$ cat src/rtl/core/indent_dedent_tokenizer_macros.svh
// ----------------------------------------------------------------------------
// indent_dedent_tokenizer_macros.svh
// Assertion shorthands shared by the tokenizer RTL.
// ----------------------------------------------------------------------------
`ifndef INDENT_DEDENT_TOKENIZER_MACROS_SVH
`define INDENT_DEDENT_TOKENIZER_MACROS_SVH

// property that must hold at every clock edge outside reset
`define IDT_ASSERT_ALWAYS(lbl, clk, rst, expr, msg) \
   lbl: assert property (@(posedge clk) disable iff (rst) (expr)) else $error(msg);

// same-cycle implication
`define IDT_ASSERT_IMPLY(lbl, clk, rst, ante, cons, msg) \
   lbl: assert property (@(posedge clk) disable iff (rst) (ante) |-> (cons)) else $error(msg);

// next-cycle implication
`define IDT_ASSERT_NEXT(lbl, clk, rst, ante, cons, msg) \
   lbl: assert property (@(posedge clk) disable iff (rst) (ante) |=> (cons)) else $error(msg);

`endif

$ cat src/rtl/core/idt_pkg.sv
`timescale 1ns / 1ps
// ----------------------------------------------------------------------------
// idt_pkg
// Shared types and constants of the indent/dedent tokenizer.
// ----------------------------------------------------------------------------
package idt_pkg;

   // default sizes
   localparam int STACK_DEPTH_DEF = 32;
   localparam int WIDTH_BITS_DEF  = 16;
   localparam int QUEUE_DEPTH_DEF = 4;

   // tokens per input word
   localparam int MAX_RESULTS = 32;
   localparam int RES_CNT_W   = $clog2(MAX_RESULTS + 1);

   // port field widths
   localparam int CHAR_W     = 8;
   localparam int LEVEL_W    = 16;
   localparam int TAB_W      = 7;
   localparam int CMD_KIND_W = 2;

   typedef logic [LEVEL_W-1:0] level_type;

   // register reset values
   localparam logic [TAB_W-1:0] TAB_WIDTH_RST = 7'd8;
   localparam logic             SKIP_CMT_RST  = 1'b1;

   // character codes
   localparam logic [CHAR_W-1:0] CH_TAB   = 8'h09;
   localparam logic [CHAR_W-1:0] CH_LF    = 8'h0A;
   localparam logic [CHAR_W-1:0] CH_CR    = 8'h0D;
   localparam logic [CHAR_W-1:0] CH_SPACE = 8'h20;
   localparam logic [CHAR_W-1:0] CH_SLASH = 8'h2F;

   // configuration register indexes
   typedef enum logic [0:0] {
      CSR_TAB_WIDTH   = 1'b0,
      CSR_SKIP_COMMENT = 1'b1
   } csr_type;

   // result token kinds
   typedef enum logic [1:0] {
      TOK_INDENT   = 2'd0,
      TOK_DEDENT   = 2'd1,
      TOK_OVERFLOW = 2'd2
   } tok_type;

   // commands from front end to back end, one per input word
   typedef enum logic [CMD_KIND_W-1:0] {
      CMD_NOP        = 2'd0,
      CMD_DECIDE     = 2'd1,
      CMD_EOI        = 2'd2,
      CMD_EOI_DECIDE = 2'd3
   } cmd_kind_type;

   // line scanner states
   typedef enum logic [1:0] {
      LN_START = 2'd0,
      LN_SLASH = 2'd1,
      LN_BODY  = 2'd2
   } ln_state_type;

   // level engine states
   typedef enum logic [3:0] {
      BK_IDLE     = 4'd0,
      BK_CMD      = 4'd1,
      BK_TOP_RD   = 4'd2,
      BK_TOP_CHK  = 4'd3,
      BK_POP_RD   = 4'd4,
      BK_POP_CHK  = 4'd5,
      BK_DRN_RD   = 4'd6,
      BK_DRN_EMIT = 4'd7,
      BK_FLUSH    = 4'd8
   } bk_state_type;

endpackage

$ cat src/rtl/core/idt_ram.sv
`timescale 1ns / 1ps
// ----------------------------------------------------------------------------
// idt_ram
// Simple dual-port RAM, one write and one registered read per cycle.
// ----------------------------------------------------------------------------
module idt_ram #(
   parameter int WIDTH = 16,
   parameter int DEPTH = 32
) (
   input  logic                     clock,
   input  logic                     wr_en,
   input  logic [$clog2(DEPTH)-1:0] wr_addr,
   input  logic [WIDTH-1:0]         wr_data,
   input  logic [$clog2(DEPTH)-1:0] rd_addr,
   output logic [WIDTH-1:0]         rd_data
);

   logic [WIDTH-1:0] mem_ff [DEPTH];
   logic [WIDTH-1:0] rd_data_ff;

   // write port
   always_ff @(posedge clock) begin
      if (wr_en) begin
         mem_ff[wr_addr] <= wr_data;
      end
   end

   // registered read port
   always_ff @(posedge clock) begin
      rd_data_ff <= mem_ff[rd_addr];
   end

   assign rd_data = rd_data_ff;

endmodule

$ cat src/rtl/core/idt_queue.sv
`timescale 1ns / 1ps
// ----------------------------------------------------------------------------
// idt_queue
// Short command FIFO between the line scanner and the level engine.
// ----------------------------------------------------------------------------
`include "indent_dedent_tokenizer_macros.svh"

module idt_queue #(
   parameter int DATA_W = 18,
   parameter int DEPTH  = 4
) (
   input  logic              clock,
   input  logic              reset,
   input  logic              push_valid,
   output logic              push_ready,
   input  logic [DATA_W-1:0] push_data,
   output logic              pop_valid,
   input  logic              pop_ready,
   output logic [DATA_W-1:0] pop_data
);

   localparam int PTR_W = $clog2(DEPTH);
   localparam int CNT_W = $clog2(DEPTH + 1);
   localparam logic [CNT_W-1:0] FULL_CNT = CNT_W'(DEPTH);
   localparam logic [PTR_W-1:0] LAST_PTR = PTR_W'(DEPTH - 1);

   logic [DATA_W-1:0] slot_ff [DEPTH];
   logic [PTR_W-1:0]  wr_ptr_ff, wr_ptr_in;
   logic [PTR_W-1:0]  rd_ptr_ff, rd_ptr_in;
   logic [CNT_W-1:0]  count_ff, count_in;
   logic              push_fire, pop_fire;

   assign push_ready = (count_ff != FULL_CNT);
   assign pop_valid  = (count_ff != '0);
   assign pop_data   = slot_ff[rd_ptr_ff];
   assign push_fire  = push_valid && push_ready;
   assign pop_fire   = pop_valid && pop_ready;

   // pointer and count update
   always_comb begin
      wr_ptr_in = wr_ptr_ff;
      rd_ptr_in = rd_ptr_ff;
      count_in  = count_ff;
      if (push_fire) begin
         wr_ptr_in = (wr_ptr_ff == LAST_PTR) ? '0 : wr_ptr_ff + PTR_W'(1);
      end
      if (pop_fire) begin
         rd_ptr_in = (rd_ptr_ff == LAST_PTR) ? '0 : rd_ptr_ff + PTR_W'(1);
      end
      if (push_fire && !pop_fire) begin
         count_in = count_ff + CNT_W'(1);
      end else if (pop_fire && !push_fire) begin
         count_in = count_ff - CNT_W'(1);
      end
   end

   always_ff @(posedge clock) begin
      if (reset) begin
         wr_ptr_ff <= '0;
         rd_ptr_ff <= '0;
         count_ff  <= '0;
      end else begin
         wr_ptr_ff <= wr_ptr_in;
         rd_ptr_ff <= rd_ptr_in;
         count_ff  <= count_in;
      end
   end

   // storage
   always_ff @(posedge clock) begin
      if (push_fire) begin
         slot_ff[wr_ptr_ff] <= push_data;
      end
   end

   // fill level stays within the slots
   `IDT_ASSERT_ALWAYS(a_queue_bound, clock, reset, count_ff <= FULL_CNT, "queue count overrun")

endmodule

$ cat src/rtl/core/idt_front.sv
`timescale 1ns / 1ps
// ----------------------------------------------------------------------------
// idt_front
// Line scanner: measures leading whitespace and turns each input word
// into one command for the level engine.
// ----------------------------------------------------------------------------
`include "indent_dedent_tokenizer_macros.svh"

module idt_front #(
   parameter int WIDTH_BITS = idt_pkg::WIDTH_BITS_DEF
) (
   input  logic                                      clock,
   input  logic                                      reset,
   // input stream
   input  logic                                      req_tvalid,
   output logic                                      req_tready,
   input  logic [idt_pkg::CHAR_W-1:0]                req_tdata,   // [7:0] char_code
   input  logic                                      req_tlast,   // end_of_input
   // configuration writes
   input  logic                                      csr_we,
   input  logic [0:0]                                csr_index,
   input  logic [idt_pkg::TAB_W-1:0]                 csr_wdata,
   // command queue
   input  logic                                      q_ready,
   output logic                                      q_push,
   output logic [idt_pkg::CMD_KIND_W+WIDTH_BITS-1:0] q_data
);

   localparam int SUM_W = WIDTH_BITS + 1;

   idt_pkg::ln_state_type        state_ff, state_in;
   logic [idt_pkg::TAB_W-1:0]    tab_width_ff;
   logic                         skip_cmt_ff;
   logic [WIDTH_BITS-1:0]        lead_ff, lead_in;
   logic                         accept;
   logic                         is_ws, is_eol, is_slash, is_space;
   logic [SUM_W-1:0]             lead_sum;
   idt_pkg::cmd_kind_type        cmd_kind;

   assign req_tready = q_ready;
   assign accept     = req_tvalid && q_ready;

   // character classes
   assign is_space = (req_tdata == idt_pkg::CH_SPACE);
   assign is_ws    = is_space || (req_tdata == idt_pkg::CH_TAB);
   assign is_eol   = (req_tdata == idt_pkg::CH_LF) || (req_tdata == idt_pkg::CH_CR);
   assign is_slash = (req_tdata == idt_pkg::CH_SLASH);

   // saturating width add
   assign lead_sum = {1'b0, lead_ff}
                   + (is_space ? SUM_W'(1) : SUM_W'(tab_width_ff));

   // next state
   always_comb begin
      state_in = state_ff;
      if (accept) begin
         if (req_tlast) begin
            state_in = idt_pkg::LN_START;
         end else begin
            unique case (state_ff)
               idt_pkg::LN_START: begin
                  priority if (is_eol || is_ws) begin
                     state_in = idt_pkg::LN_START;
                  end else if (is_slash && skip_cmt_ff) begin
                     state_in = idt_pkg::LN_SLASH;
                  end else begin
                     state_in = idt_pkg::LN_BODY;
                  end
               end
               idt_pkg::LN_SLASH: begin
                  state_in = (is_eol && !is_slash) ? idt_pkg::LN_START : idt_pkg::LN_BODY;
               end
               idt_pkg::LN_BODY: begin
                  if (is_eol) begin
                     state_in = idt_pkg::LN_START;
                  end
               end
               default: state_in = idt_pkg::LN_START;
            endcase
         end
      end
   end

   // command for the level engine
   always_comb begin
      cmd_kind = idt_pkg::CMD_NOP;
      if (req_tlast) begin
         cmd_kind = (state_ff == idt_pkg::LN_SLASH) ? idt_pkg::CMD_EOI_DECIDE
                                                    : idt_pkg::CMD_EOI;
      end else begin
         unique case (state_ff)
            idt_pkg::LN_START: begin
               if (!is_ws && !is_eol && !(is_slash && skip_cmt_ff)) begin
                  cmd_kind = idt_pkg::CMD_DECIDE;
               end
            end
            idt_pkg::LN_SLASH: begin
               if (!is_slash) begin
                  cmd_kind = idt_pkg::CMD_DECIDE;
               end
            end
            idt_pkg::LN_BODY: cmd_kind = idt_pkg::CMD_NOP;
            default:          cmd_kind = idt_pkg::CMD_NOP;
         endcase
      end
   end

   assign q_push = accept;
   assign q_data = {cmd_kind, lead_ff};

   // leading width
   always_comb begin
      lead_in = lead_ff;
      if (accept) begin
         if (req_tlast || is_eol) begin
            lead_in = '0;
         end else if (state_ff == idt_pkg::LN_START && is_ws) begin
            lead_in = lead_sum[WIDTH_BITS] ? '1 : lead_sum[WIDTH_BITS-1:0];
         end
      end
   end

   always_ff @(posedge clock) begin
      if (reset) begin
         state_ff <= idt_pkg::LN_START;
         lead_ff  <= '0;
      end else begin
         state_ff <= state_in;
         lead_ff  <= lead_in;
      end
   end

   // configuration registers
   always_ff @(posedge clock) begin
      if (reset) begin
         tab_width_ff <= idt_pkg::TAB_WIDTH_RST;
         skip_cmt_ff  <= idt_pkg::SKIP_CMT_RST;
      end else if (csr_we) begin
         unique case (idt_pkg::csr_type'(csr_index))
            idt_pkg::CSR_TAB_WIDTH:    tab_width_ff <= csr_wdata;
            idt_pkg::CSR_SKIP_COMMENT: skip_cmt_ff  <= csr_wdata[0];
            default:                   tab_width_ff <= tab_width_ff;
         endcase
      end
   end

   // end of input always returns the scanner to a clean line start
   `IDT_ASSERT_NEXT(a_eoi_clears_line, clock, reset, accept && req_tlast, (state_ff == idt_pkg::LN_START) && (lead_ff == '0), "line state not cleared after end of input")

endmodule

$ cat src/rtl/core/idt_back.sv
`timescale 1ns / 1ps
// ----------------------------------------------------------------------------
// idt_back
// Level engine: keeps the stack of open indent levels in RAM, decides
// indent / dedent per line and streams the tokens out.
// ----------------------------------------------------------------------------
`include "indent_dedent_tokenizer_macros.svh"

module idt_back #(
   parameter int STACK_DEPTH = idt_pkg::STACK_DEPTH_DEF,
   parameter int WIDTH_BITS  = idt_pkg::WIDTH_BITS_DEF
) (
   input  logic                                      clock,
   input  logic                                      reset,
   // command queue
   input  logic                                      q_valid,
   input  logic [idt_pkg::CMD_KIND_W+WIDTH_BITS-1:0] q_data,
   output logic                                      q_pop,
   // token stream
   output logic                                      rsp_tvalid,
   input  logic                                      rsp_tready,
   output logic [idt_pkg::LEVEL_W-1:0]               rsp_tdata,   // [15:0] level_width
   output logic [1:0]                                rsp_tuser,   // [1:0] token_kind
   output logic                                      rsp_tlast    // last
);

   localparam int ADDR_W = $clog2(STACK_DEPTH);
   localparam int FILL_W = $clog2(STACK_DEPTH + 1);
   localparam int USED_W = FILL_W + 1;
   localparam int CNT_W  = idt_pkg::RES_CNT_W;
   localparam logic [FILL_W-1:0] FULL_FILL = FILL_W'(STACK_DEPTH);
   localparam logic [USED_W-1:0] USED_MAX  = USED_W'(STACK_DEPTH);
   localparam logic [CNT_W-1:0]  CNT_MAX   = CNT_W'(idt_pkg::MAX_RESULTS);

   idt_pkg::bk_state_type state_ff, state_in;
   idt_pkg::cmd_kind_type cmd_kind_ff, cmd_kind_in, q_kind;
   logic [WIDTH_BITS-1:0] cmd_w_ff, cmd_w_in;
   logic [FILL_W-1:0]     fill_ff, fill_in;
   logic [FILL_W-1:0]     pend_ff, pend_in;
   logic                  post_ff, post_in;
   logic [CNT_W-1:0]      res_cnt_ff, res_cnt_in;

   // one-token staging so the final token of a word can carry tlast
   logic                  hold_valid_ff, hold_valid_in;
   idt_pkg::tok_type      hold_kind_ff, hold_kind_in;
   idt_pkg::level_type    hold_w_ff, hold_w_in;

   // output register
   logic                  rsp_valid_ff, rsp_valid_in;
   idt_pkg::tok_type      rsp_kind_ff, rsp_kind_in;
   idt_pkg::level_type    rsp_w_ff, rsp_w_in;
   logic                  rsp_last_ff, rsp_last_in;

   // ram
   logic                  wr_en;
   logic [ADDR_W-1:0]     wr_addr, rd_addr;
   logic [WIDTH_BITS-1:0] rd_data;

   // control strobes and status
   logic [FILL_W-1:0]     fill_m1, drain_idx;
   logic [USED_W-1:0]     used;
   logic [WIDTH_BITS-1:0] top_val;
   logic                  w_gt_top, w_lt_top, full, cap_hit, out_free;
   logic                  gen_req, gen_ok, gen_fire, flush_fire, load_out;
   logic                  drain_done, pop_more, decide_end;
   idt_pkg::tok_type      gen_kind;
   idt_pkg::level_type    gen_w;
   idt_pkg::bk_state_type after_decide;

   assign q_kind = idt_pkg::cmd_kind_type'(q_data[idt_pkg::CMD_KIND_W+WIDTH_BITS-1 -: idt_pkg::CMD_KIND_W]);

   // status
   assign fill_m1    = fill_ff - FILL_W'(1);
   assign drain_idx  = fill_ff + pend_ff - FILL_W'(1);
   assign used       = {1'b0, fill_ff} + {1'b0, pend_ff};
   assign top_val    = (fill_ff == '0) ? '0 : rd_data;
   assign w_gt_top   = (cmd_w_ff > top_val);
   assign w_lt_top   = (cmd_w_ff < top_val);
   assign full       = (fill_ff == FULL_FILL);
   assign cap_hit    = (res_cnt_ff == CNT_MAX);
   assign out_free   = !rsp_valid_ff || rsp_tready;
   assign gen_ok     = cap_hit || !hold_valid_ff || out_free;
   assign drain_done = (pend_ff == '0) || cap_hit;
   assign pop_more   = (rd_data > cmd_w_ff);
   assign after_decide = (cmd_kind_ff == idt_pkg::CMD_EOI_DECIDE) ? idt_pkg::BK_CMD
                                                                 : idt_pkg::BK_DRN_RD;

   // next state
   always_comb begin
      state_in = state_ff;
      unique case (state_ff)
         idt_pkg::BK_IDLE: begin
            if (q_valid) begin
               priority if (pend_ff != '0) begin
                  state_in = idt_pkg::BK_DRN_RD;
               end else if (q_kind == idt_pkg::CMD_NOP) begin
                  state_in = idt_pkg::BK_IDLE;
               end else begin
                  state_in = idt_pkg::BK_CMD;
               end
            end
         end
         idt_pkg::BK_CMD: begin
            unique case (cmd_kind_ff)
               idt_pkg::CMD_NOP:        state_in = idt_pkg::BK_FLUSH;
               idt_pkg::CMD_EOI:        state_in = idt_pkg::BK_DRN_RD;
               idt_pkg::CMD_DECIDE,
               idt_pkg::CMD_EOI_DECIDE: state_in = idt_pkg::BK_TOP_RD;
               default:                 state_in = idt_pkg::BK_FLUSH;
            endcase
         end
         idt_pkg::BK_TOP_RD:  state_in = idt_pkg::BK_TOP_CHK;
         idt_pkg::BK_TOP_CHK: begin
            priority if (w_gt_top) begin
               if (gen_ok) begin
                  state_in = after_decide;
               end
            end else if (w_lt_top) begin
               state_in = idt_pkg::BK_POP_RD;
            end else begin
               state_in = after_decide;
            end
         end
         idt_pkg::BK_POP_RD: begin
            state_in = (fill_ff == '0) ? after_decide : idt_pkg::BK_POP_CHK;
         end
         idt_pkg::BK_POP_CHK: begin
            state_in = pop_more ? idt_pkg::BK_POP_RD : after_decide;
         end
         idt_pkg::BK_DRN_RD: begin
            if (drain_done) begin
               state_in = post_ff ? idt_pkg::BK_FLUSH : idt_pkg::BK_CMD;
            end else begin
               state_in = idt_pkg::BK_DRN_EMIT;
            end
         end
         idt_pkg::BK_DRN_EMIT: begin
            if (gen_ok) begin
               state_in = idt_pkg::BK_DRN_RD;
            end
         end
         idt_pkg::BK_FLUSH: begin
            if (!hold_valid_ff || out_free) begin
               state_in = idt_pkg::BK_IDLE;
            end
         end
         default: state_in = idt_pkg::BK_IDLE;
      endcase
   end

   // control outputs
   always_comb begin
      q_pop      = 1'b0;
      gen_req    = 1'b0;
      gen_kind   = idt_pkg::TOK_DEDENT;
      gen_w      = idt_pkg::level_type'(rd_data);
      flush_fire = 1'b0;
      decide_end = 1'b0;
      rd_addr    = fill_m1[ADDR_W-1:0];
      unique case (state_ff)
         idt_pkg::BK_IDLE: q_pop = q_valid;
         idt_pkg::BK_TOP_CHK: begin
            gen_req    = w_gt_top;
            gen_kind   = full ? idt_pkg::TOK_OVERFLOW : idt_pkg::TOK_INDENT;
            gen_w      = idt_pkg::level_type'(cmd_w_ff);
            decide_end = w_gt_top ? gen_ok : !w_lt_top;
         end
         idt_pkg::BK_POP_RD:  decide_end = (fill_ff == '0);
         idt_pkg::BK_POP_CHK: decide_end = !pop_more;
         idt_pkg::BK_DRN_RD:  rd_addr = drain_idx[ADDR_W-1:0];
         idt_pkg::BK_DRN_EMIT: begin
            rd_addr = drain_idx[ADDR_W-1:0];
            gen_req = 1'b1;
         end
         idt_pkg::BK_FLUSH: flush_fire = hold_valid_ff && out_free;
         idt_pkg::BK_CMD,
         idt_pkg::BK_TOP_RD: q_pop = 1'b0;
         default:            q_pop = 1'b0;
      endcase
   end

   assign gen_fire = gen_req && gen_ok && !cap_hit;
   assign wr_en    = (state_ff == idt_pkg::BK_TOP_CHK) && w_gt_top && !full && gen_ok;
   assign wr_addr  = fill_ff[ADDR_W-1:0];
   assign load_out = (gen_fire && hold_valid_ff) || flush_fire;

   // stack and per-word bookkeeping
   always_comb begin
      cmd_kind_in = cmd_kind_ff;
      cmd_w_in    = cmd_w_ff;
      fill_in     = fill_ff;
      pend_in     = pend_ff;
      post_in     = post_ff;
      res_cnt_in  = res_cnt_ff;
      if (q_pop) begin
         cmd_kind_in = q_kind;
         cmd_w_in    = q_data[WIDTH_BITS-1:0];
         post_in     = 1'b0;
         res_cnt_in  = '0;
      end
      if (state_ff == idt_pkg::BK_CMD) begin
         if (cmd_kind_ff == idt_pkg::CMD_EOI) begin
            // close every open level, top first
            pend_in = fill_ff + pend_ff;
            fill_in = '0;
            post_in = 1'b1;
         end else if (cmd_kind_ff != idt_pkg::CMD_NOP) begin
            // a new line drops dedents left over from the last word
            pend_in = '0;
         end
      end
      if (wr_en) begin
         fill_in = fill_ff + FILL_W'(1);
      end
      if ((state_ff == idt_pkg::BK_TOP_CHK && w_lt_top)
          || (state_ff == idt_pkg::BK_POP_CHK && pop_more)) begin
         fill_in = fill_ff - FILL_W'(1);
         pend_in = pend_ff + FILL_W'(1);
      end
      if (state_ff == idt_pkg::BK_DRN_EMIT && gen_ok) begin
         pend_in = pend_ff - FILL_W'(1);
      end
      if (decide_end) begin
         if (cmd_kind_ff == idt_pkg::CMD_EOI_DECIDE) begin
            cmd_kind_in = idt_pkg::CMD_EOI;
         end else begin
            post_in = 1'b1;
         end
      end
      if (gen_fire) begin
         res_cnt_in = res_cnt_ff + CNT_W'(1);
      end
   end

   // staging and output register
   always_comb begin
      hold_valid_in = hold_valid_ff;
      hold_kind_in  = hold_kind_ff;
      hold_w_in     = hold_w_ff;
      rsp_valid_in  = rsp_valid_ff && !rsp_tready;
      rsp_kind_in   = rsp_kind_ff;
      rsp_w_in      = rsp_w_ff;
      rsp_last_in   = rsp_last_ff;
      if (load_out) begin
         rsp_valid_in = 1'b1;
         rsp_kind_in  = hold_kind_ff;
         rsp_w_in     = hold_w_ff;
         rsp_last_in  = flush_fire;
      end
      if (gen_fire) begin
         hold_valid_in = 1'b1;
         hold_kind_in  = gen_kind;
         hold_w_in     = gen_w;
      end else if (flush_fire) begin
         hold_valid_in = 1'b0;
      end
   end

   always_ff @(posedge clock) begin
      if (reset) begin
         state_ff      <= idt_pkg::BK_IDLE;
         cmd_kind_ff   <= idt_pkg::CMD_NOP;
         fill_ff       <= '0;
         pend_ff       <= '0;
         post_ff       <= 1'b0;
         res_cnt_ff    <= '0;
         hold_valid_ff <= 1'b0;
         rsp_valid_ff  <= 1'b0;
      end else begin
         state_ff      <= state_in;
         cmd_kind_ff   <= cmd_kind_in;
         fill_ff       <= fill_in;
         pend_ff       <= pend_in;
         post_ff       <= post_in;
         res_cnt_ff    <= res_cnt_in;
         hold_valid_ff <= hold_valid_in;
         rsp_valid_ff  <= rsp_valid_in;
      end
   end

   always_ff @(posedge clock) begin
      cmd_w_ff    <= cmd_w_in;
      hold_kind_ff <= hold_kind_in;
      hold_w_ff   <= hold_w_in;
      rsp_kind_ff <= rsp_kind_in;
      rsp_w_ff    <= rsp_w_in;
      rsp_last_ff <= rsp_last_in;
   end

   // level stack
   idt_ram #(
      .WIDTH (WIDTH_BITS),
      .DEPTH (STACK_DEPTH)
   ) u_stack (
      .clock   (clock),
      .wr_en   (wr_en),
      .wr_addr (wr_addr),
      .wr_data (cmd_w_ff),
      .rd_addr (rd_addr),
      .rd_data (rd_data)
   );

   assign rsp_tvalid = rsp_valid_ff;
   assign rsp_tdata  = rsp_w_ff;
   assign rsp_tuser  = rsp_kind_ff;
   assign rsp_tlast  = rsp_last_ff;

   // open plus unreported levels never exceed the stack
   `IDT_ASSERT_ALWAYS(a_stack_bound, clock, reset, used <= USED_MAX, "stack accounting overrun")
   // tokens per word stay within the limit
   `IDT_ASSERT_ALWAYS(a_res_cap, clock, reset, res_cnt_ff <= CNT_MAX, "token count overrun")
   // a word is finished only after its staged token has left
   `IDT_ASSERT_IMPLY(a_idle_no_hold, clock, reset, state_ff == idt_pkg::BK_IDLE, !hold_valid_ff, "staged token left behind")

endmodule

$ cat src/rtl/core/indent_dedent_tokenizer.sv
`timescale 1ns / 1ps
// ----------------------------------------------------------------------------
// indent_dedent_tokenizer
// Offside-rule tokenizer: reads text bytes and emits INDENT / DEDENT tokens.
//
//   channel  dir  handshake              payload
//   req      in   req_tvalid/req_tready  tdata char_code, tlast end_of_input
//   rsp      out  rsp_tvalid/rsp_tready  tdata level_width, tuser token_kind,
//                                        tlast last token of an input word
//   csr      in   csr_we                 csr_index, csr_wdata (no read-back)
//
// The line scanner takes one byte per cycle while the four-entry command
// queue has room. The level engine pops a byte that decides nothing while
// idle; a line start decision reads the stack top, then pops levels and
// emits dedent tokens one by one, paced by the single stack RAM read port.
// Reset is synchronous and clears the stack and the line state.
// Either side may stall on its own; the queue and the output register
// decouple them.
// ----------------------------------------------------------------------------
module indent_dedent_tokenizer #(
   parameter int STACK_DEPTH = idt_pkg::STACK_DEPTH_DEF,
   parameter int WIDTH_BITS  = idt_pkg::WIDTH_BITS_DEF,
   parameter int QUEUE_DEPTH = idt_pkg::QUEUE_DEPTH_DEF
) (
   input  logic                         clock,
   input  logic                         reset,
   // input bytes
   input  logic                         req_tvalid,
   output logic                         req_tready,
   input  logic [idt_pkg::CHAR_W-1:0]   req_tdata,   // [7:0] char_code
   input  logic                         req_tlast,   // end_of_input
   // tokens
   output logic                         rsp_tvalid,
   input  logic                         rsp_tready,
   output logic [idt_pkg::LEVEL_W-1:0]  rsp_tdata,   // [15:0] level_width
   output logic [1:0]                   rsp_tuser,   // [1:0] token_kind
   output logic                         rsp_tlast,   // last
   // configuration
   input  logic                         csr_we,
   input  logic [0:0]                   csr_index,
   input  logic [idt_pkg::TAB_W-1:0]    csr_wdata
);

   localparam int CMD_W = idt_pkg::CMD_KIND_W + WIDTH_BITS;

   logic             push_valid, push_ready;
   logic [CMD_W-1:0] push_data;
   logic             pop_valid, pop_ready;
   logic [CMD_W-1:0] pop_data;

   // line scanner
   idt_front #(
      .WIDTH_BITS (WIDTH_BITS)
   ) u_front (
      .clock      (clock),
      .reset      (reset),
      .req_tvalid (req_tvalid),
      .req_tready (req_tready),
      .req_tdata  (req_tdata),
      .req_tlast  (req_tlast),
      .csr_we     (csr_we),
      .csr_index  (csr_index),
      .csr_wdata  (csr_wdata),
      .q_ready    (push_ready),
      .q_push     (push_valid),
      .q_data     (push_data)
   );

   // command queue
   idt_queue #(
      .DATA_W (CMD_W),
      .DEPTH  (QUEUE_DEPTH)
   ) u_queue (
      .clock      (clock),
      .reset      (reset),
      .push_valid (push_valid),
      .push_ready (push_ready),
      .push_data  (push_data),
      .pop_valid  (pop_valid),
      .pop_ready  (pop_ready),
      .pop_data   (pop_data)
   );

   // level engine
   idt_back #(
      .STACK_DEPTH (STACK_DEPTH),
      .WIDTH_BITS  (WIDTH_BITS)
   ) u_back (
      .clock      (clock),
      .reset      (reset),
      .q_valid    (pop_valid),
      .q_data     (pop_data),
      .q_pop      (pop_ready),
      .rsp_tvalid (rsp_tvalid),
      .rsp_tready (rsp_tready),
      .rsp_tdata  (rsp_tdata),
      .rsp_tuser  (rsp_tuser),
      .rsp_tlast  (rsp_tlast)
   );

endmodule

$ cat config.mk
export PLATFORM = sky130hd
export DESIGN_NAME = indent_dedent_tokenizer
export DESIGN_NICKNAME = d
export VERILOG_FILES = /design/src/rtl/core/idt_pkg.sv /design/src/rtl/core/idt_ram.sv /design/src/rtl/core/idt_queue.sv /design/src/rtl/core/idt_front.sv /design/src/rtl/core/idt_back.sv /design/src/rtl/core/indent_dedent_tokenizer.sv
export VERILOG_INCLUDE_DIRS = /design/src /design/src/rtl/core
export SDC_FILE = /design/constraint.sdc
export NUM_CORES = 1
export LEC_CHECK = 0
export ABC_AREA = 1
export BUFFER_PORTS_ARGS = -buffer_cell sky130_fd_sc_hd__buf_4
export CORE_MARGIN = 2
export CORE_UTILIZATION = 30
export CTS_CLUSTER_DIAMETER = 80
export DETAILED_ROUTE_END_ITERATION = 16
export PLACE_DENSITY = 0.51
export SETUP_SLACK_MARGIN = 0.2
export SYNTH_ARGS = -nofsm -noshare
export SYNTH_HDL_FRONTEND = slang
export SYNTH_SLANG_ARGS = --single-unit
$ cat constraint.sdc
create_clock -name clock -period 5.5 [get_ports clock]
set_clock_uncertainty 0.15 [all_clocks]
set_input_delay 1.1 -clock clock [delete_from_list [all_inputs] [get_ports clock]]
set_output_delay 1.1 -clock clock [all_outputs]
set_load 0.01 [all_outputs]
* Yosys cells after proc, flatten, opt, wreduce, memory -nomap -nowiden
Memories as Yosys holds them, arrays and structs flattened. A register that Yosys moved wholly into a read port is not among the register bits.
Index checks and enable logic that the tools add are counted.
** Operators by class
- Bitwise logic cells :: 1
- Shift operators :: 0
- Add/subtract/negate cells :: 12
- Reduce and logical (&&, ||, !) cells :: 71
- Multiply operators :: 0
- Multiplexer cells :: 71
- Equal/unequal tests :: 28
- Div/mod/pow operators :: 0
- $lt $le $gt $ge :: 3
** Operator list (number)
- 2-to-1 mux 16 bit :: 5
- 2-to-1 mux 6 bit :: 11
- 2-to-1 mux 4 bit :: 11
- case mux 4 bit (9 select lines) :: 1
- > comparator 16 bit :: 2
- 2-to-1 mux 2 bit :: 14
- equality test 8 x 4 -> 1 bit, second input constant :: 3
- logical AND 1 bit :: 21
- 2-to-1 mux 1 bit :: 19
- adder 6 x 1 -> 6 bit, second input constant :: 3
- adder 16 x 17 -> 17 bit :: 1
- equality test 4 x 3 -> 1 bit, second input constant :: 4
- equality test 8 x 6 -> 1 bit, second input constant :: 2
- less-than comparator 16 bit :: 1
- zero test 1 bit :: 13
- equality test 6 bit, second input constant :: 2
- zero test 6 bit :: 2
- case mux 4 bit (3 select lines) :: 1
- AND reduction 2 bit :: 6
- nonzero test 3 bit :: 4
- subtractor 6 x 1 -> 6 bit, second input constant :: 2
- logical OR 1 bit :: 11
- equality test 2 bit, second input constant :: 5
- nonzero test 2 bit :: 5
- 26 further kinds :: 37
** Word-level totals
- Bits of input ports :: 22
- Logic and storage cells :: 209
- Memories kept :: 2
- Output and inout bits :: 21
- Bits in read-only memories :: 0
- Bits in latches :: 0
- Register bits :: 113
- Memory bits (writable) :: 584
** Memory list
- u_back.u_stack.mem_ff :: words 32, bits a word 16, rd ports 1, clocked after Yosys merged registers in 1, wr ports 1, line idt_ram.sv:18 : logic [WIDTH-1:0] mem_ff [DEPTH];
- u_queue.slot_ff :: words 4, bits a word 18, rd ports 1, clocked after Yosys merged registers in 1, wr ports 1, line idt_queue.sv:27 : logic [DATA_W-1:0] slot_ff [DEPTH];

* Logic depth before layout (Yosys ltp)
- Depth after elaboration :: 9
- Gate-level depth with buffers :: 25
- Mapped depth without buffers :: 25

* By module
A second synthesis with hierarchy kept.
** Second synthesis, totals
- Cells, all modules :: 2951
- Area total of the unflattened synthesis :: 31401.4 um2
** Modules (own cells, without submodules)
- idt_ram :: area each 21301.7 um2, cells an instance 1794, times used 1, sequential area each 15695.1 um2
- idt_back :: area each 4976.0 um2, cells an instance 602, times used 1, sequential area each 2132.0 um2
- idt_queue :: area each 3233.1 um2, cells an instance 243, times used 1, sequential area each 2342.2 um2
- idt_front :: area each 1890.6 um2, cells an instance 312, times used 1, sequential area each 520.5 um2

* Least setup slack after synthesis
OpenSTA, ideal clock, no wires.
- Path type :: register to register
- From :: reg u_back.fill_ff[0]
- To :: reg u_back.rsp_w_ff[0], in the netlist u_back.rsp_tdata[0] (enable)
- Arrival time :: 3.572 ns
- Period minus slack after synthesis :: 4.108 ns
- Cell stages (with the launch flop) :: 19
- Data required time :: 4.964 ns
- Buffers on the path :: 1
- Slack :: 1.392 ns
- Library setup time :: 0.386 ns
- Cells stage by stage :: dfxtp_1 -> inv_1 -> ha_1 -> inv_1 -> nor2_1 -> nand2_1 -> clkbuf_1 -> nand2_1 -> ha_1 -> a21oi_1 -> o21ai_0 -> a21oi_1 -> nand2_1 -> nand3_1 -> nand2_1 -> nand2_1 -> clkinv_1 -> nand2_1 -> nand2_1
** On the way
- Longest elaborated chain between the ends :: 8
** Ends and longest elaborated chain
- from (decl) :: line idt_back.sv:38 : logic [FILL_W-1:0] fill_ff, fill_in;
- from (signal assigned) :: line idt_back.sv:272 : fill_ff <= fill_in;
- zero test 6 bit :: line idt_back.sv:76 : assign top_val = (fill_ff == '0) ? '0 : rd_data;
- 2-to-1 mux 16 bit :: line idt_back.sv:76
- > comparator 16 bit :: line idt_back.sv:77 : assign w_gt_top = (cmd_w_ff > top_val);
- case mux 1 bit (2 select lines) :: line idt_back.sv:160 : unique case (state_ff)
- logical AND 1 bit (2 in a row) :: line idt_back.sv:182 : assign gen_fire = gen_req && gen_ok && !cap_hit;
- named net u_back.gen_fire :: line idt_back.sv:64 : logic gen_req, gen_ok, gen_fire, flush_fire, load_out;
- logical AND 1 bit :: line idt_back.sv:185 : assign load_out = (gen_fire && hold_valid_ff) || flush_fire;
- logical OR 1 bit :: line idt_back.sv:185
- named net u_back.load_out :: line idt_back.sv:64
- to (signal assigned) :: line idt_back.sv:286 : rsp_w_ff <= rsp_w_in;
- to (decl) :: line idt_back.sv:51 : idt_pkg::level_type rsp_w_ff, rsp_w_in;
The timed path passes the listed nets, and every way through them passes these cells.
A chain may end at the register's enable or synchronous reset.

* Final worst setup path
- From :: reg u_back.fill_ff[0]
- To :: mem u_back.u_stack.mem_ff[2][8] (enable)
** On the way
- Longest elaborated chain between the ends :: 8
- Elaborated cells on any way between the ends :: 10
- Classes of those cells :: order compare (1); eq/ne (1); mux (3); reduce/logical (5)
** Ends and longest elaborated chain
- zero test 6 bit :: line idt_back.sv:76
- 2-to-1 mux 16 bit :: line idt_back.sv:76
- > comparator 16 bit :: line idt_back.sv:77
- logical AND 1 bit (3 in a row) :: line idt_back.sv:183 : assign wr_en = (state_ff == idt_pkg::BK_TOP_CHK) && w_gt_top && !full && gen_ok;
- 2-to-1 mux 1 bit :: line idt_ram.sv:23 : if (wr_en) begin
- 2-to-1 mux 1 bit (implied by the code) :: line idt_ram.sv:24 : mem_ff[wr_addr] <= wr_data;
- to (decl) :: line idt_ram.sv:18
Parallel ways exist; a longest one is shown, timed or not.

==> run metrics <==
status complete, no violations; Reg area 20700 µm²; Reg2Reg Depth 18; CTS max path bufs 3; Detailed Place HPWL 50900 µm; Syn Area/Cell 11.2 µm²; most frequent CP cell nand2_1; PortBufs 42; Post-synth ARST share 0%; Placed Area 32300 µm²; setup TNS 0 ns; Seq/Total Area, Yosys 68.3%; Crit Path Class flip-flop to flip-flop; number of global-route vias before repair 19113; crit path max fanout 19; Final Slew Violations 0; remaining global-route overflow 0; DRC Markers 0; Syn-to-layout area delta 15.3%; largest net degree at the start of global routing 132; Worst EP required 5.66 ns; Resize count post-CTS 0; CORE AREA 100000 µm²; Pwr Density 542 nW/µm²; Die Wd 322 µm; flop-to-flop setup slack 0.84 ns; clk root buf clkbuf_16; Inserted Clock Buffers 78; number of synthesized flops with an enable pin 637; worst slew pin tran 0.850 ns; hold path cells 0; CTS tree done; slowest cell on the critical path nand2_1; share of the synthesized area in the top cell type 63.2%; Post-synth top flop edfxtp_1; Max-cap violations 0; Syn Std Cell Area 30300 µm²; Critical Path Source u_back.fill_ff[0]; total die area 103000 µm²; CTS Hold Buffers Added 0; area of the multi-input gates 8530 µm²; Final period util 84.7%; via count 20352; Peak Freq 215 MHz; Worst Hold Path EP u_back.rsp_tdata[2]; NetSw 7190 µW; Initial Utilization 30.2%; finished layout cell area 34900 µm²; Synth Instances 2701; YS warnings 0; average vias per placed instance 4.94; hold path start u_back.hold_w_ff[2]; Initial DRT Pass Iterations 5; VDD IR-drop max 0.252 mV; Final setup viols 0; Synth cell types 39; RSZ-0062 raised after global routing false; worst r2r dst u_back.u_stack.mem_ff[2][8]; Sw Ratio 38.0%; Worst setup EP type flip-flop; min Tclk post-route 4.66 ns; logic gate share of total power 33.2%; post-CTS setup repair buffer count 0; total power 18900 µW; crit start category flip-flop; Post-DRT Antenna Nets 0; Arr. time, crit path 4.82 ns; worst rel slew slack 43.3%; diode count 0; Int Power 11700 µW; Clock Pin Slew Worst Setup and Hold Paths 0.06 ns; first-pass GRT wire length 125000 µm; Flop pwr share 38.0%; chip height 322 µm; most area-hungry cell type in the Yosys netlist edfxtp_1; RR Startpoint u_back.fill_ff[0]; Site Rows 116; CP Cell Sequence inv_1 -> ha_1 -> inv_1 -> nor2_1 -> nand2_1 -> nand2_1 -> ha_1 -> nand2_1 -> nor2_1 -> nand4_1 -> inv_1 -> nand2_1 -> nand2_1 -> nand4_1 -> nor2_2 -> nand2_1 -> nor2_1 -> buf_4; WL final 84000 µm; post-synthesis net count 2785; layout cell share with drive strength beyond 1 9.27%; highest cell delay on the worst timing path 0.47 ns; DR iter-0 viols 2394; overall routing resource usage 16.0%; post-synthesis register bit count 715; Fin. Hold Viols 0; Hold Path Class flip-flop to flip-flop; Clock power frac 28.9%; io pins 43; largest cells by area after synthesis edfxtp_1, nor2_1, o21ai_0; routed len/inst 20.4 µm; gpl congestion 0.880; Filler Cells Inserted 10002; insertion delay to the later sink of the worst-skew pair 0.63 ns; initial antenna violation count 0; Static Leakage 0.0123 µW; nets 2850; CTS H-tree depth 3; CTS Sinks 715
how the worst max path moves through the flow:
stage                                          to  depth (start not counted)
global placement     u_back.u_stack.mem_ff[5][14]                         21
finish                u_back.u_stack.mem_ff[2][8]                         18
floorplan                     u_back.rsp_tdata[0]                         18
detailed placement    u_back.u_stack.mem_ff[2][3]                         18
CTS                  u_back.u_stack.mem_ff[2][14]                         18
global route        u_back.u_stack.mem_ff[19][15]                         18
placed cells by master (no fill, tap or decap), types with 2 or more instances in the layout:
master and n:
a211oi_1 3, a21o_1 2, a21oi_1 89, a32o_1 2, buf_12 4, buf_4 113, bufinv_16 13, clkbuf_1 13
clkbuf_16 79, clkinv_1 15, clkinv_16 2, clkinv_2 17, dfxtp_1 78, edfxtp_1 637, fa_1 3, ha_1 59
inv_1 117, inv_2 4, inv_6 3, inv_8 2, nand2_1 374, nand2_2 3, nand3_1 142, nand3b_1 3
nand4_1 15, nor2_1 470, nor2_2 3, nor2_4 2, nor3_1 11, o211ai_1 39, o21ai_0 341, o21ai_1 40
o21ai_4 3, o22ai_1 82, or2_2 9, xnor2_1 5, xor2_1 21
power groups by stage:
stage,clock [µW],sequential [µW],combinational (µW)
after CTS,5560,7180,6290
after global routing,5760,7200,6910
final,5460,7180,6270
after global placement,0,7300,6250
after floorplan,0,7400,3470
after detailed placement,0,7290,6270
state kept, by name, indices dropped and copies added (netlist names), 7 cells and up, named ones only:
name / count
u_front.tab_width_ff: 7
u_back.u_stack.mem_ff: 512
u_back.cmd_w_ff: 16
u_back.u_stack.rd_data: 16
u_queue.slot_ff: 72
u_back.rsp_tdata: 16
u_front.lead_ff: 16
u_back.hold_w_ff: 16
layout make-up:
cell class | instances | area share (%)
flip-flops and latches | 715 | 59.3
multi-input cells | 1727 | 24.4
clock buffers | 92 | 5.80
well taps | 1298 | 4.65
repair buffers | 117 | 2.66
clock inverters | 48 | 1.82
inverters | 127 | 1.39
worst max-delay path, delay by kind of cell (launching register included):
family,cells,cell delay [ns]
DFF,1,0.43
adders and majority gates,2,0.62
and+or+nand+nor,12,2.52
buffers and inverters,4,0.61
synthesized netlist by cell type, types with 21 or more instances:
master,count
ha_1,59
o21ai_0,341
o211ai_1,39
inv_1,117
dfxtp_1,78
a21oi_1,89
buf_2,57
clkbuf_1,53
nor2_1,470
o21ai_1,42
edfxtp_1,637
nand3_1,142
xor2_1,21
nand2_1,374
o22ai_1,82
through the flow:
stage / hold slack, ns / util, % / std cells / setup slack [ns]
3_5_place_dp: 0.255 / 32.2 / 3984 / 0.915
3_3_place_gp: 0.256 / 32.2 / 3984 / 1.14
4_1_cts: 0.267 / 34.9 / 4124 / 0.908
5_1_grt: 0.272 / 34.9 / 4124 / 0.501
6_report: 0.259 / 34.9 / 4124 / 0.839
2_1_floorplan: 0.250 / - / 2701 / 1.39
per-layer routing:
metal  track usage [%]  part of all wire [%]  vias to the layer above
met5                 0                     0                        -
met2              24.8                    45                      623
met1              23.5                    47                     9915
li1                  -                     -                     9706
met3              2.19                   5.8                      108
met4              4.14                   2.3                        0
cell families (layout without fill, tap and decap cells):
group	Yosys count	count (layout)	share of synthesized area [%]
buffers and inverters	259	384	3.64
and+or+nand+nor	1035	1035	13.9
AOI/OAI and AO/OA	604	604	10.8
DFF	715	715	68.3
xor gates and xnor gates	26	26	0.752
adders and majority gates	62	62	2.64
Note: power is estimated with default switching activity, not from simulation.
